### src/hw/rtl/assert_macros.svh
// ----------------------------------------------------------------------------
// Assertion macros
// Shared macros for the concurrent checks of the motion shaper.
// ----------------------------------------------------------------------------
`ifndef ASSERT_MACROS_SVH
`define ASSERT_MACROS_SVH

// Check a property on every rising edge, held off while reset is asserted.
`define PMS_ASSERT(lbl, prop, msg) \
  lbl: assert property (@(posedge clk) disable iff (!rst_n) (prop)) else $error(msg);

// Check a property on every rising edge, including during reset.
`define PMS_ASSERT_ALWAYS(lbl, prop, msg) \
  lbl: assert property (@(posedge clk) (prop)) else $error(msg);

`endif

### src/hw/rtl/pms_pkg.sv
// ----------------------------------------------------------------------------
// pms_pkg
// Types and fixed constants shared by the motion shaper and its arithmetic unit.
// ----------------------------------------------------------------------------
package pms_pkg;

  // Operation codes of the shared arithmetic unit.
  typedef logic [1:0] pms_op_t;
  localparam pms_op_t OP_DIV  = 2'd0;
  localparam pms_op_t OP_SQRT = 2'd1;
  localparam pms_op_t OP_MUL  = 2'd2;

  // Request from the sequencer to the arithmetic unit.
  typedef struct packed {
    logic    start;
    pms_op_t op;
  } pms_req_t;

  // Motion modes; the spare code is pointer mode as well.
  localparam logic [1:0] MODE_POINTER = 2'd0;
  localparam logic [1:0] MODE_SCROLL  = 2'd1;
  localparam logic [1:0] MODE_VOLUME  = 2'd2;
  localparam logic [1:0] MODE_SPARE   = 2'd3;

  // Configuration register indexes.
  localparam logic [1:0] CFG_DIV_H    = 2'd0;
  localparam logic [1:0] CFG_DIV_V    = 2'd1;
  localparam logic [1:0] CFG_DEADZONE = 2'd2;
  localparam logic [1:0] CFG_ZONE     = 2'd3;

  // Fixed divisor for volume motion and the output limit.
  localparam logic [7:0] VOL_DIVISOR = 8'd18;
  localparam logic [6:0] OUT_LIMIT   = 7'd127;

endpackage

### src/hw/rtl/pms_unit.sv
// ----------------------------------------------------------------------------
// pms_unit
// Shared arithmetic unit: restoring divider and square root one digit per
// cycle, and a multiplier whose registered product is scaled down by the
// fraction width.
// ----------------------------------------------------------------------------
module pms_unit import pms_pkg::*; #(
  parameter int FRAC_BITS = 16,
  localparam int Q  = FRAC_BITS + 16,
  localparam int AW = (FRAC_BITS + 2 > 16) ? FRAC_BITS + 2 : 16
) (
  input  logic          clk,
  input  logic          rst_n,
  input  pms_req_t      req,
  input  logic [AW-1:0] opa,
  input  logic [AW-1:0] opb,
  output logic          done,
  output logic [Q-1:0]  result
);

  localparam int RW = 19;
  localparam int CW = $clog2(Q + 1);

  logic          busy_r;
  logic          done_r;
  pms_op_t       op_r;
  logic [CW-1:0] cnt_r;
  logic [15:0]   num_r;
  logic [15:0]   den_r;
  logic [RW-1:0] rem_r;
  logic [Q-1:0]  q_r;

  logic [RW-1:0]   pre;
  logic [RW-1:0]   subv;
  logic [RW:0]     diff;
  logic            ge;
  logic [2*AW-1:0] prod;
  logic [2*AW-1:0] prod_sh;

  // One digit step: bring down the next dividend bit or radicand bit pair,
  // then try to subtract the divisor or the trial root.
  always_comb begin
    if (op_r == OP_SQRT) begin
      pre  = {rem_r[RW-3:0], num_r[15:14]};
      subv = RW'({q_r[15:0], 2'b01});
    end else begin
      pre  = {rem_r[RW-2:0], num_r[15]};
      subv = RW'(den_r);
    end
    diff = {1'b0, pre} - {1'b0, subv};
    ge   = ~diff[RW];
  end

  // Multiplier with the fixed point scaling applied.
  assign prod    = opa * opb;
  assign prod_sh = prod >> FRAC_BITS;

  always_ff @(posedge clk) begin
    if (!rst_n) begin
      busy_r <= 1'b0;
      done_r <= 1'b0;
    end else begin
      done_r <= 1'b0;
      if (req.start) begin
        op_r  <= req.op;
        num_r <= opa[15:0];
        den_r <= opb[15:0];
        rem_r <= '0;
        if (req.op == OP_MUL) begin
          q_r    <= prod_sh[Q-1:0];
          done_r <= 1'b1;
        end else begin
          q_r    <= '0;
          busy_r <= 1'b1;
          cnt_r  <= (req.op == OP_SQRT) ? CW'(16) : CW'(Q);
        end
      end else if (busy_r) begin
        rem_r <= ge ? diff[RW-1:0] : pre;
        q_r   <= {q_r[Q-2:0], ge};
        num_r <= (op_r == OP_SQRT) ? {num_r[13:0], 2'b00} : {num_r[14:0], 1'b0};
        cnt_r <= cnt_r - CW'(1);
        if (cnt_r == CW'(1)) begin
          busy_r <= 1'b0;
          done_r <= 1'b1;
        end
      end
    end
  end

  assign done   = done_r;
  assign result = q_r;

endmodule

### src/hw/rtl/pointer_motion_shaper_core.sv
// ----------------------------------------------------------------------------
// pointer_motion_shaper_core
// Shapes one trackpad motion delta per request into pointer motion, wheel
// counts or volume pulses, using one shared divide/root/multiply unit.
// ----------------------------------------------------------------------------
//  Channel  | Direction | Handshake            | Payload
//  in_      | input     | in_valid / in_stall  | delta_x, delta_y, mode, accel_on
//  out_     | output    | out_valid / out_stall| out_x, out_y, wheel_h/v, vol_up/down
//  cfg_     | input     | cfg_valid / cfg_ready| cfg_index, cfg_data
//
// A volume request is handled without the shared unit; scroll and pointer
// requests wait on that unit, whose divider retires one quotient bit per cycle.
// in_stall is high from acceptance until the result is loaded into the output
// register. A stalled output holds the next result back in its final state.
// Reset clears the accumulators and restores the register defaults.
// ----------------------------------------------------------------------------
module pointer_motion_shaper_core import pms_pkg::*; #(
  parameter int FRAC_BITS = 16
) (
  input  logic              clk,
  input  logic              rst_n,
  input  logic              in_valid,
  output logic              in_stall,
  input  logic signed [7:0] in_delta_x,
  input  logic signed [7:0] in_delta_y,
  input  logic [1:0]        in_mode,
  input  logic              in_accel_on,
  output logic              out_valid,
  input  logic              out_stall,
  output logic signed [7:0] out_out_x,
  output logic signed [7:0] out_out_y,
  output logic signed [7:0] out_wheel_h,
  output logic signed [7:0] out_wheel_v,
  output logic              out_vol_up,
  output logic              out_vol_down,
  input  logic              cfg_valid,
  output logic              cfg_ready,
  input  logic [1:0]        cfg_index,
  input  logic [15:0]       cfg_data
);

`include "assert_macros.svh"

  localparam int Q     = FRAC_BITS + 16;
  localparam int AW    = (FRAC_BITS + 2 > 16) ? FRAC_BITS + 2 : 16;
  localparam int ACC_W = FRAC_BITS + 9;
  localparam int VQ_W  = FRAC_BITS + 8;
  localparam logic signed [ACC_W-1:0] ONE_ACC  = ACC_W'(1) << FRAC_BITS;
  localparam logic [ACC_W-1:0]        FRAC_MSK = (ACC_W'(1) << FRAC_BITS) - ACC_W'(1);
  localparam logic signed [ACC_W-1:0] JIT_STEP = ACC_W'((64'd1 << FRAC_BITS) / 3);
  localparam logic [FRAC_BITS:0]      ONE_F    = {1'b1, {FRAC_BITS{1'b0}}};
  localparam longint unsigned         VOL_ONE  = 64'd1 << FRAC_BITS;

  // Sequencer states.
  localparam logic [3:0] ST_IDLE    = 4'd0;
  localparam logic [3:0] ST_VOL     = 4'd1;
  localparam logic [3:0] ST_SCR_H   = 4'd2;
  localparam logic [3:0] ST_SCR_V   = 4'd3;
  localparam logic [3:0] ST_SCR_FIN = 4'd4;
  localparam logic [3:0] ST_PT_PREP = 4'd5;
  localparam logic [3:0] ST_PT_SQ   = 4'd6;
  localparam logic [3:0] ST_PT_SQRT = 4'd7;
  localparam logic [3:0] ST_PT_DIV  = 4'd8;
  localparam logic [3:0] ST_PT_T2   = 4'd9;
  localparam logic [3:0] ST_PT_S    = 4'd10;
  localparam logic [3:0] ST_PT_X    = 4'd11;
  localparam logic [3:0] ST_PT_Y    = 4'd12;
  localparam logic [3:0] ST_DONE    = 4'd13;

  // Configuration registers.
  logic [7:0]  div_h_r;
  logic [7:0]  div_v_r;
  logic [15:0] dz_r;
  logic [15:0] zone_r;

  // Accumulators.
  logic signed [ACC_W-1:0] vol_acc_r;
  logic signed [ACC_W-1:0] sh_acc_r;
  logic signed [ACC_W-1:0] sv_acc_r;
  logic signed [ACC_W-1:0] jx_acc_r;
  logic signed [ACC_W-1:0] jy_acc_r;

  // Sequencer and working registers.
  logic [3:0]         state_r;
  logic               issued_r;
  logic signed [7:0]  dx_r;
  logic signed [7:0]  dy_r;
  logic [1:0]         mode_r;
  logic               accel_r;
  logic signed [7:0]  px_r;
  logic signed [7:0]  py_r;
  logic [15:0]        sq_r;
  logic [15:0]        mag_r;
  logic [FRAC_BITS:0] t_r;
  logic [FRAC_BITS:0] t2_r;
  logic [FRAC_BITS:0] f_r;

  // Result being built, and the output register.
  logic signed [7:0] res_x_r, res_y_r, res_wh_r, res_wv_r;
  logic              res_up_r, res_dn_r;
  logic              out_valid_r;
  logic signed [7:0] ox_r, oy_r, owh_r, owv_r;
  logic              oup_r, odn_r;

  // Unit connection.
  pms_req_t      u_req;
  logic [AW-1:0] u_a;
  logic [AW-1:0] u_b;
  logic          u_done;
  logic [Q-1:0]  u_result;

  logic                    op_state;
  logic                    neg;
  logic signed [ACC_W-1:0] qmag;
  logic signed [ACC_W-1:0] qadd;
  logic signed [ACC_W-1:0] sum_a;
  logic signed [ACC_W-1:0] sum_b;
  logic [6:0]              cl_mul;
  logic signed [15:0]      sqx;
  logic signed [15:0]      sqy;
  logic                    tiny;
  logic [FRAC_BITS:0]      t_sat;

  // Magnitude of the integer part of an accumulator, truncated toward zero.
  function automatic logic [7:0] int_mag(input logic signed [ACC_W-1:0] v);
    logic [ACC_W-1:0] a;
    a = v[ACC_W-1] ? ACC_W'(-v) : ACC_W'(v);
    return a[FRAC_BITS+7:FRAC_BITS];
  endfunction

  // Fraction left in an accumulator once its integer part is taken out.
  function automatic logic signed [ACC_W-1:0] frac_keep(input logic signed [ACC_W-1:0] v);
    logic [ACC_W-1:0] a;
    logic [ACC_W-1:0] m;
    a = v[ACC_W-1] ? ACC_W'(-v) : ACC_W'(v);
    m = a & FRAC_MSK;
    return v[ACC_W-1] ? -$signed(m) : $signed(m);
  endfunction

  // Signed clamped count from an accumulator.
  function automatic logic signed [7:0] count_of(input logic signed [ACC_W-1:0] v);
    logic [7:0] m;
    logic [7:0] c;
    m = int_mag(v);
    c = (m > 8'(OUT_LIMIT)) ? 8'(OUT_LIMIT) : m;
    return v[ACC_W-1] ? -$signed(c) : $signed(c);
  endfunction

  // Absolute value of a signed delta.
  function automatic logic [7:0] abs8(input logic signed [7:0] v);
    return v[7] ? 8'(-v) : 8'(v);
  endfunction

  // Volume step: a magnitude times one, divided by the volume divisor. The
  // whole part comes from three compare and subtract steps, the fraction of
  // the remainder from a small constant table.
  function automatic logic [VQ_W-1:0] vol_quot(input logic [7:0] a);
    logic [7:0]      r;
    logic [2:0]      h;
    logic [VQ_W-1:0] f;
    r = a;
    h = '0;
    if (r >= (VOL_DIVISOR << 2)) begin
      r    = r - (VOL_DIVISOR << 2);
      h[2] = 1'b1;
    end
    if (r >= (VOL_DIVISOR << 1)) begin
      r    = r - (VOL_DIVISOR << 1);
      h[1] = 1'b1;
    end
    if (r >= VOL_DIVISOR) begin
      r    = r - VOL_DIVISOR;
      h[0] = 1'b1;
    end
    case (r)
      8'd1:    f = VQ_W'((VOL_ONE * 1) / VOL_DIVISOR);
      8'd2:    f = VQ_W'((VOL_ONE * 2) / VOL_DIVISOR);
      8'd3:    f = VQ_W'((VOL_ONE * 3) / VOL_DIVISOR);
      8'd4:    f = VQ_W'((VOL_ONE * 4) / VOL_DIVISOR);
      8'd5:    f = VQ_W'((VOL_ONE * 5) / VOL_DIVISOR);
      8'd6:    f = VQ_W'((VOL_ONE * 6) / VOL_DIVISOR);
      8'd7:    f = VQ_W'((VOL_ONE * 7) / VOL_DIVISOR);
      8'd8:    f = VQ_W'((VOL_ONE * 8) / VOL_DIVISOR);
      8'd9:    f = VQ_W'((VOL_ONE * 9) / VOL_DIVISOR);
      8'd10:   f = VQ_W'((VOL_ONE * 10) / VOL_DIVISOR);
      8'd11:   f = VQ_W'((VOL_ONE * 11) / VOL_DIVISOR);
      8'd12:   f = VQ_W'((VOL_ONE * 12) / VOL_DIVISOR);
      8'd13:   f = VQ_W'((VOL_ONE * 13) / VOL_DIVISOR);
      8'd14:   f = VQ_W'((VOL_ONE * 14) / VOL_DIVISOR);
      8'd15:   f = VQ_W'((VOL_ONE * 15) / VOL_DIVISOR);
      8'd16:   f = VQ_W'((VOL_ONE * 16) / VOL_DIVISOR);
      8'd17:   f = VQ_W'((VOL_ONE * 17) / VOL_DIVISOR);
      default: f = '0;
    endcase
    return f + VQ_W'({h, {FRAC_BITS{1'b0}}});
  endfunction

  // Operand selection for the shared unit.
  always_comb begin
    op_state = 1'b1;
    u_req.op = OP_DIV;
    u_a      = '0;
    u_b      = '0;
    case (state_r)
      ST_SCR_H: begin
        u_a = AW'(abs8(dx_r));
        u_b = (div_h_r == 8'd0) ? AW'(1) : AW'(div_h_r);
      end
      ST_SCR_V: begin
        u_a = AW'(abs8(dy_r));
        u_b = (div_v_r == 8'd0) ? AW'(1) : AW'(div_v_r);
      end
      ST_PT_SQRT: begin
        u_req.op = OP_SQRT;
        u_a      = AW'(sq_r);
      end
      ST_PT_DIV: begin
        u_a = AW'(mag_r - dz_r);
        u_b = AW'(zone_r - dz_r);
      end
      ST_PT_T2: begin
        u_req.op = OP_MUL;
        u_a      = AW'(t_r);
        u_b      = AW'(t_r);
      end
      ST_PT_S: begin
        u_req.op = OP_MUL;
        u_a      = AW'(t2_r);
        u_b      = (AW'(3) << FRAC_BITS) - AW'({t_r, 1'b0});
      end
      ST_PT_X: begin
        u_req.op = OP_MUL;
        u_a      = AW'(abs8(px_r));
        u_b      = AW'(f_r);
      end
      ST_PT_Y: begin
        u_req.op = OP_MUL;
        u_a      = AW'(abs8(py_r));
        u_b      = AW'(f_r);
      end
      default: op_state = 1'b0;
    endcase
    u_req.start = op_state && !issued_r;
  end

  pms_unit #(.FRAC_BITS(FRAC_BITS)) u_unit (
    .clk    (clk),
    .rst_n  (rst_n),
    .req    (u_req),
    .opa    (u_a),
    .opb    (u_b),
    .done   (u_done),
    .result (u_result)
  );

  // Signed quotient to add into an accumulator, and the clamped product.
  always_comb begin
    neg    = (state_r == ST_SCR_H) ? dx_r[7] : dy_r[7];
    qmag   = (state_r == ST_VOL) ? $signed({1'b0, vol_quot(abs8(dy_r))}) :
                                   $signed({1'b0, u_result[FRAC_BITS+7:0]});
    qadd   = neg ? -qmag : qmag;
    sum_a  = ((state_r == ST_SCR_H) ? sh_acc_r :
              (state_r == ST_SCR_V) ? sv_acc_r : vol_acc_r) + qadd;
    cl_mul = (|u_result[Q-1:7]) ? OUT_LIMIT : u_result[6:0];
    t_sat  = (u_result > Q'(ONE_F)) ? ONE_F : u_result[FRAC_BITS:0];
    sqx    = px_r * px_r;
    sqy    = py_r * py_r;
  end

  // Jitter filter for moves of at most one count along a single axis.
  always_comb begin
    tiny  = (dx_r inside {8'h00, 8'h01, 8'hFF}) && (dy_r inside {8'h00, 8'h01, 8'hFF})
            && !(dx_r != 8'sd0 && dy_r != 8'sd0);
    sum_b = jx_acc_r + ((dx_r == 8'sd1) ? JIT_STEP :
                        (dx_r == -8'sd1) ? -JIT_STEP : ACC_W'(0));
  end

  logic signed [ACC_W-1:0] jy_sum;
  assign jy_sum = jy_acc_r + ((dy_r == 8'sd1) ? JIT_STEP :
                              (dy_r == -8'sd1) ? -JIT_STEP : ACC_W'(0));

  // Configuration writes.
  assign cfg_ready = 1'b1;

  always_ff @(posedge clk) begin
    if (!rst_n) begin
      div_h_r <= 8'd50;
      div_v_r <= 8'd30;
      dz_r    <= 16'd64;
      zone_r  <= 16'd51200;
    end else if (cfg_valid) begin
      case (cfg_index)
        CFG_DIV_H:    div_h_r <= cfg_data[7:0];
        CFG_DIV_V:    div_v_r <= cfg_data[7:0];
        CFG_DEADZONE: dz_r    <= cfg_data;
        CFG_ZONE:     zone_r  <= cfg_data;
        default:      ;
      endcase
    end
  end

  // Sequencer.
  always_ff @(posedge clk) begin
    if (!rst_n) begin
      state_r     <= ST_IDLE;
      issued_r    <= 1'b0;
      out_valid_r <= 1'b0;
      vol_acc_r   <= '0;
      sh_acc_r    <= '0;
      sv_acc_r    <= '0;
      jx_acc_r    <= '0;
      jy_acc_r    <= '0;
    end else begin
      if (out_valid_r && !out_stall && state_r != ST_DONE) begin
        out_valid_r <= 1'b0;
      end
      if (u_req.start) begin
        issued_r <= 1'b1;
      end
      if (u_done) begin
        issued_r <= 1'b0;
      end
      case (state_r)
        ST_IDLE: begin
          if (in_valid) begin
            dx_r     <= in_delta_x;
            dy_r     <= in_delta_y;
            mode_r   <= in_mode;
            accel_r  <= in_accel_on;
            res_x_r  <= '0;
            res_y_r  <= '0;
            res_wh_r <= '0;
            res_wv_r <= '0;
            res_up_r <= 1'b0;
            res_dn_r <= 1'b0;
            if (in_mode == MODE_VOLUME) begin
              state_r <= ST_VOL;
            end else if (in_mode == MODE_SCROLL) begin
              state_r <= ST_SCR_H;
            end else begin
              state_r <= ST_PT_PREP;
            end
          end
        end
        ST_VOL: begin
          if (sum_a >= ONE_ACC) begin
            res_dn_r  <= 1'b1;
            vol_acc_r <= '0;
          end else if (sum_a <= -ONE_ACC) begin
            res_up_r  <= 1'b1;
            vol_acc_r <= '0;
          end else begin
            vol_acc_r <= sum_a;
          end
          state_r <= ST_DONE;
        end
        ST_SCR_H: begin
          if (u_done) begin
            sh_acc_r <= sum_a;
            state_r  <= ST_SCR_V;
          end
        end
        ST_SCR_V: begin
          if (u_done) begin
            sv_acc_r <= sum_a;
            state_r  <= ST_SCR_FIN;
          end
        end
        ST_SCR_FIN: begin
          // Wheel counts leave, fractions stay; vertical is reported negated.
          res_wh_r <= count_of(sh_acc_r);
          res_wv_r <= -count_of(sv_acc_r);
          sh_acc_r <= frac_keep(sh_acc_r);
          sv_acc_r <= frac_keep(sv_acc_r);
          state_r  <= ST_DONE;
        end
        ST_PT_PREP: begin
          if (tiny) begin
            jx_acc_r <= frac_keep(sum_b);
            jy_acc_r <= frac_keep(jy_sum);
            px_r     <= sum_b[ACC_W-1] ? -$signed(int_mag(sum_b)) : $signed(int_mag(sum_b));
            py_r     <= jy_sum[ACC_W-1] ? -$signed(int_mag(jy_sum)) : $signed(int_mag(jy_sum));
          end else begin
            jx_acc_r <= '0;
            jy_acc_r <= '0;
            px_r     <= dx_r;
            py_r     <= dy_r;
          end
          state_r <= ST_PT_SQ;
        end
        ST_PT_SQ: begin
          sq_r    <= $unsigned(sqx) + $unsigned(sqy);
          state_r <= ST_PT_SQRT;
        end
        ST_PT_SQRT: begin
          if (u_done) begin
            mag_r <= u_result[15:0];
            if (u_result[15:0] < dz_r) begin
              f_r     <= '0;
              state_r <= ST_PT_X;
            end else if (!(accel_r && u_result[15:0] < zone_r)) begin
              f_r     <= ONE_F;
              state_r <= ST_PT_X;
            end else begin
              state_r <= ST_PT_DIV;
            end
          end
        end
        ST_PT_DIV: begin
          if (u_done) begin
            t_r     <= t_sat;
            state_r <= ST_PT_T2;
          end
        end
        ST_PT_T2: begin
          if (u_done) begin
            t2_r    <= u_result[FRAC_BITS:0];
            state_r <= ST_PT_S;
          end
        end
        ST_PT_S: begin
          if (u_done) begin
            f_r     <= u_result[FRAC_BITS:0];
            state_r <= ST_PT_X;
          end
        end
        ST_PT_X: begin
          if (u_done) begin
            res_x_r <= px_r[7] ? -$signed({1'b0, cl_mul}) : $signed({1'b0, cl_mul});
            state_r <= ST_PT_Y;
          end
        end
        ST_PT_Y: begin
          if (u_done) begin
            res_y_r <= py_r[7] ? -$signed({1'b0, cl_mul}) : $signed({1'b0, cl_mul});
            state_r <= ST_DONE;
          end
        end
        ST_DONE: begin
          // Hand the result to the output register once it is free.
          if (!out_valid_r || !out_stall) begin
            ox_r        <= res_x_r;
            oy_r        <= res_y_r;
            owh_r       <= res_wh_r;
            owv_r       <= res_wv_r;
            oup_r       <= res_up_r;
            odn_r       <= res_dn_r;
            out_valid_r <= 1'b1;
            state_r     <= ST_IDLE;
          end
        end
        default: state_r <= ST_IDLE;
      endcase
    end
  end

  assign in_stall     = (state_r != ST_IDLE);
  assign out_valid    = out_valid_r;
  assign out_out_x    = ox_r;
  assign out_out_y    = oy_r;
  assign out_wheel_h  = owh_r;
  assign out_wheel_v  = owv_r;
  assign out_vol_up   = oup_r;
  assign out_vol_down = odn_r;

  // Checks.
  `PMS_ASSERT(a_accept_busy, in_valid && !in_stall |=> in_stall, "accepted request did not hold off input")
  `PMS_ASSERT(a_vol_onehot, out_valid |-> $onehot0({out_vol_up, out_vol_down}), "both volume pulses set")
  `PMS_ASSERT(a_done_issued, u_done |-> issued_r, "unit finished without a request")
  `PMS_ASSERT_ALWAYS(a_mode_x, !rst_n |=> !out_valid, "output valid out of reset")

endmodule
### config.mk
export PLATFORM = sky130hd
export DESIGN_NAME = pointer_motion_shaper_core
export DESIGN_NICKNAME = d
export VERILOG_FILES = /design/src/hw/rtl/pms_pkg.sv /design/src/hw/rtl/pms_unit.sv /design/src/hw/rtl/pointer_motion_shaper_core.sv
export VERILOG_INCLUDE_DIRS = /design/src /design/src/hw/rtl
export SDC_FILE = /design/constraint.sdc
export NUM_CORES = 2
export LEC_CHECK = 0
export ABC_AREA = 1
export BUFFER_PORTS_ARGS = -buffer_cell sky130_fd_sc_hd__buf_2
export CORE_UTILIZATION = 50
export DETAILED_ROUTE_END_ITERATION = 8
export PLACE_DENSITY = 0.68
export SYNTH_ARGS = -nofsm -noshare
export SYNTH_HDL_FRONTEND = slang
export SYNTH_SLANG_ARGS = --single-unit
### constraint.sdc
create_clock -name clk -period 25.7 [get_ports clk]
set_input_delay 1.285 -clock clk [delete_from_list [all_inputs] [get_ports clk]]
set_output_delay 1.285 -clock clk [all_outputs]
set_load 0.01 [all_outputs]
Word-level counts from Yosys, hierarchy flattened
Memories as Yosys holds them, arrays and structs flattened.
Index checks and enable logic that the tools add are counted.
{ "word_totals": {"reg_bits": 455, "romBits": 512, "out_inout_bits": 37, "n_memories": 1} }
{ "mem_list": {"columns": ["name", "words", "word_bits", "read_ports", "rd_clocked_by_memory_dff", "wr", "line_no", "source"], "rows": [
  ["(no name shown)", 32, 16, 1, 0, 0, "pointer_motion_shaper_core.sv:175", "case (r)"]
]} }
{ "classes": {"addsub": 32, "mul": 3, "order_cmp": 10, "n_eq_ne": 46, "n_mux": 110, "n_bitwise": 2, "n_reduce_logical": 61} }
{ "op_table": {"columns": ["operator", "n"], "rows": [
  ["$mux W25", 16],
  ["$mux W8", 22],
  ["$mux W24", 6],
  ["$pmux W18 S8", 1],
  ["$pmux W18 S6", 1],
  ["$neg A16 Y25", 4],
  ["$pmux W25 S2", 2],
  ["$neg A24 Y24", 4],
  ["$add A25 B25 Y25", 3],
  ["$neg A8 Y8", 9],
  ["$mux W17", 4],
  ["$mux W32", 2],
  ["$pmux W8 S2", 4],
  ["$mux W18", 3],
  ["$pmux W4 S13", 1],
  ["$mux W16", 3],
  ["$mux W4", 10],
  ["$mul A18 B18 Y36", 1],
  ["$pmux W17 S2", 1],
  ["$sub A16 B16 Y17", 2],
  ["$eq A8 B1 Y1 const B", 4],
  ["$gt A32 B17 Y1 const B", 1],
  ["$logic_not A8 Y1", 4],
  ["$lt A16 B16 Y1", 2],
  ["59 further kinds", 154]
]} }

Longest topological paths before layout
{ "logic_depth": {"ltp_word": 19, "depth_mapped": 71} }

Hierarchy
A second synthesis with hierarchy kept.
{ "hier_totals": {"hier_cells": 6351, "area_unflattened_um2": 47406.7} }
{ "by_module_without_submodules": {"columns": ["module", "n_inst", "cells_each", "area_each_um2"], "rows": [
  ["pointer_motion_shaper_core", 1, 4170, 30997.2],
  ["pms_unit", 1, 2181, 16409.5]
]} }

Worst setup path before layout
No wires, ideal clock.
{ "synth_path": {"path_kind": "register to register", "start": "reg mag_r[0]", "end": "reg u_unit.q_r[19] (netlist: u_unit.result[19]), data pin", "setup_time_ps": 266, "arrival_time_ps": 8889, "setup_slack_ps": 16545, "path_stages_with_launch": 63, "synth_period_minus_slack_ps": 9155, "cell_sequence": "edfxtp_1 inv_1 ha_1 inv_1 fa_1 nand2_1 inv_1 nor2_1 o21bai_1 nand2_1 inv_1 nor2_1 inv_1 a21oi_1 nor2_1 nor2_1 nor2_1 nor2_1 [27 not listed] fa_1 inv_1 fa_1 ha_1 a21oi_1 o21a_1 o21ai_0 nand2_1 inv_1 nor2_1 o21ai_0 nand3_1 nand2_1 nand2_1 o311ai_0 nand2_1 nand3_1 o21ai_0"} }
{ "synth_between": {"elab_chain_cells": 5} }
{ "synth_rtl": {"columns": ["item", "line_no", "source"], "rows": [
  ["from (decl)", "pointer_motion_shaper_core.sv:93", "logic [15:0] mag_r;"],
  ["from (signal assigned)", "pointer_motion_shaper_core.sv:397", "mag_r <= u_result[15:0];"],
  ["$sub A16 B16 Y17", "pointer_motion_shaper_core.sv:218", "u_a = AW'(mag_r - dz_r);"],
  ["$pmux W18 S8", "pointer_motion_shaper_core.sv:204", "case (state_r)"],
  ["$mul A18 B18 Y36", "pms_unit.sv:55", "assign prod = opa * opb;"],
  ["$mux W20", "pms_unit.sv:69", "if (req.op == OP_MUL) begin"],
  ["$mux W32", "pms_unit.sv:64", "if (req.start) begin"],
  ["to (signal assigned)", "pms_unit.sv:70", "q_r <= prod_sh[Q-1:0];"],
  ["to (signal assigned)", "pms_unit.sv:79", "q_r <= {q_r[Q-2:0], ge};"],
  ["to (decl)", "pms_unit.sv:31", "logic [Q-1:0] q_r;"]
]} }
No other way between the ends.
A chain may end at the register's enable or synchronous reset.

Worst setup path in the final report
Ends and elaborated chain as after synthesis.

==> reports/summary.txt <==
Crit-path max FO - 16
Post-Synthesis Cells - 5846
Worst-margin pin slew - 1217 ps
Die Footprint - 92050 um2
Period Utilization, post-route - 0.4274
CP Buf/Inv Count - 15
Avg Cell Area, Syn - 7.769 um2
CP Launch Type - flip-flop
Ys flop type - edfxtp_1
Unrepaired setup endpoints after global routing - false
Initial core utilization - 0.5046
Number of synthesized register bits - 453
CTS tree - done
Max cap viols - 0
Largest net degree at the start of global routing - 68
All-Layer GR Usage - 0.2863
Worst min path class - reg2reg
Critical Path AT - 11340 ps
Post-synth EDFFs - 274
Dpl cell area - 47070 um2
Peak supply drop - 0.00009348 V
WL per Instance - 18.30 um
Crit path max-delay family - adder cells
Core ar. - 90010 um2
Fin area - 49070 um2
Hold bufs inserted after CTS - 0
Vias/cell - 5.439
Root buffer cell - clkbuf_16
Required @ worst endpoint - 26060 ps
Nets - 6614
Setup_tns - 0 ps
Reg clk slew, reported paths - 60 ps
I/O Buffers - 77
Worst skew pair latency - 650 ps
Total Routed Length - 129500 um
CP endpoint kind - flip-flop
Run status - finished clean
Seq/Total Area, Yosys - 0.2601
Chip width - 303.4 um
GPL Wtd Cong - 0.9455
Synth Cell Area - 45420 um2
First-pass GRT wire length - 205900 um
Clk_skew - 56.00 ps
Area Growth Syn to Fin - 8.036%
Final min period - 10980 ps
Static Leakage - 24.22 nW
Vert. Die Dim - 303.4 um
Synth async-reset ratio - 0
Number of remaining DRC errors - 0
Ports - 79
Endpoints failing hold - 0
Vias post-DR - 38479
Sink Count - 453
FILL cells - 8490
Largest stage delay, worst path - 660 ps
Initial antenna violation count - 2
DP HPWL - 99650 um
CTS resizes - 0
Vias in the first global route - 37578
Pwr/cell area - 96.41 nW/um2
Inserted Clock Buffers - 54
Slew headroom - 0.1886
Worst path slowest cell - nor3_1
CTS H-tree depth - 2
Setup-failing EPs final - 0
Clk buf depth - 3
YS warnings - 0
Crit path top cell by count - inv_1
WS Path Type - reg2reg
Post CTS Setup Buffer Count - 0
Net count after synthesis - 6608
Power Total - 0.004731 W
Layout cells sized above 1 - 0.06308
Detail Route Antenna Nets - 0
Final Max Tran Viols - 0
Netlist cell types - 69
Global route overflow - 0
Initial DRT Pass Iterations - 6
Max Fclk - 91.04 MHz
Row Count - 110
Initial DRC count - 3263
-- registers in the layout (all words and copies together) (netlist names), 18 cells and up --
signal and count:
sh_acc_r 25, u_unit.rem_r 18, jx_acc_r 24, u_unit.result 32, jy_acc_r 24, vol_acc_r 25, sv_acc_r 25
-- cell usage after synthesis (7+ instances only) --
cell / n / area [um2]
ha_1: 343 / 4292
o21ai_1: 20 / 100.1
nand2_2: 29 / 181.4
nand2_1: 1138 / 4272
a31oi_1: 33 / 206.5
nand3_2: 10 / 100.1
buf_1: 19 / 71.32
clkinv_1: 9 / 33.78
inv_1: 1089 / 4088
xnor2_1: 70 / 613.1
inv_2: 14 / 52.55
and3_1: 7 / 43.79
clkbuf_1: 161 / 604.3
o21ai_0: 279 / 1396
a21o_1: 11 / 82.58
nand3_1: 197 / 986.0
a21oi_1: 381 / 1907
a21oi_2: 9 / 78.83
nor2_1: 568 / 2132
nor2_2: 7 / 43.79
edfxtp_1: 274 / 8228
nor4_1: 23 / 143.9
nor3_1: 97 / 485.5
a211oi_1: 17 / 127.6
o21bai_1: 22 / 165.2
dfxtp_1: 179 / 3583
fa_1: 377 / 7547
a22oi_1: 8 / 60.06
a221oi_1: 20 / 175.2
or2_2: 19 / 118.9
o31ai_1: 7 / 52.55
nand3b_1: 12 / 90.09
xor2_1: 179 / 1568
o22ai_1: 45 / 281.5
nand4_1: 34 / 212.7
o221ai_1: 26 / 227.7
nand2_4: 12 / 135.1
o211ai_1: 26 / 195.2
-- stage by stage --
| stage | util | setup WS (ps) | instances | hold WS, ps |
|---|---|---|---|---|
| 5_1_grt | 0.5451 | 13740 | 7073 | 423.0 |
| 6_report | 0.5451 | 14720 | 7074 | 419.8 |
| 3_3_place_gp | 0.5230 | 15120 | 6972 | 402.2 |
| 3_5_place_dp | 0.5230 | 14910 | 6972 | 404.5 |
| 2_1_floorplan | - | 16550 | 5846 | 400.3 |
| 4_1_cts | 0.5451 | 14900 | 7073 | 420.1 |
-- power by group --
group | total [W] | internal (W) | switching, W
registers | 0.00110 | 0.000983 | 0.000112
logic | 0.00277 | 0.000897 | 0.00187
clock network | 0.000865 | 0.000523 | 0.000342
total | 0.00473 | 0.00240 | 0.00233
-- metal layers --
| metal | vias to the layer above | GRT usage | share of wire |
|---|---|---|---|
| li1 | 18690 | - | - |
| met1 | 18263 | 0.3952 | 0.44 |
| met2 | 1314 | 0.4679 | 0.46 |
| met3 | 210 | 0.04169 | 0.079 |
| met4 | 2 | 0.08012 | 0.029 |
| met5 | - | 0 | 0.00010 |
-- logic make-up after synthesis --
family	Yosys count	share of synthesized area
and+or+nand+nor	2172	0.2023
adders and majority gates	720	0.2607
other	1	0.00008257
AOI/OAI and AO/OA	946	0.1194
DFF	453	0.2601
muxes	2	0.0004408
xor gates and xnor gates	250	0.04862
buffers and inverters	1302	0.1085
-- layout by cell type (no fill, tap or decap), types with 19 or more instances in the layout --
cell type / count
nand2_1: 1138
inv_1: 1088
nor2_1: 559
a21oi_1: 380
fa_1: 377
ha_1: 343
o21ai_0: 279
edfxtp_1: 274
nand3_1: 197
xor2_1: 179
dfxtp_1: 179
nor3_1: 97
buf_2: 77
xnor2_1: 70
buf_4: 63
clkbuf_16: 57
o22ai_1: 45
nand4_1: 34
a31oi_1: 33
nand2_2: 29
o211ai_1: 26
o221ai_1: 26
o21bai_1: 22
nor4_1: 20
o21ai_1: 20
a221oi_1: 20
or2_2: 19
-- layout make-up --
cell class | instances | area (um2) | area share
clock inverter | 36 | 516.7 | 0.01053
inverter | 1112 | 4177 | 0.08512
sequential | 453 | 11810 | 0.2407
tap | 1176 | 1471 | 0.02999
timing repair buffer | 140 | 858.3 | 0.01749
multi-input combinational | 4091 | 28760 | 0.5860
antenna | 1 | 2.502 | 0.00005100
clock buffer | 65 | 1476 | 0.03009
-- final timing paths --
path	start	endpoint	slack, ps	cells after the start
min reg2reg	res_wh_r[1]$_SDFFCE_PN0P_	out_wheel_h[1]$_DFFE_PP_	420	0
min	res_wh_r[1]$_SDFFCE_PN0P_	out_wheel_h[1]$_DFFE_PP_	420	0
max	mag_r[0]$_DFFE_PP_	u_unit.result[19]$_DFFE_PP_	14720	60
max reg2reg	mag_r[0]$_DFFE_PP_	u_unit.result[19]$_DFFE_PP_	14720	60
Note: power is estimated with default switching activity, not from simulation.
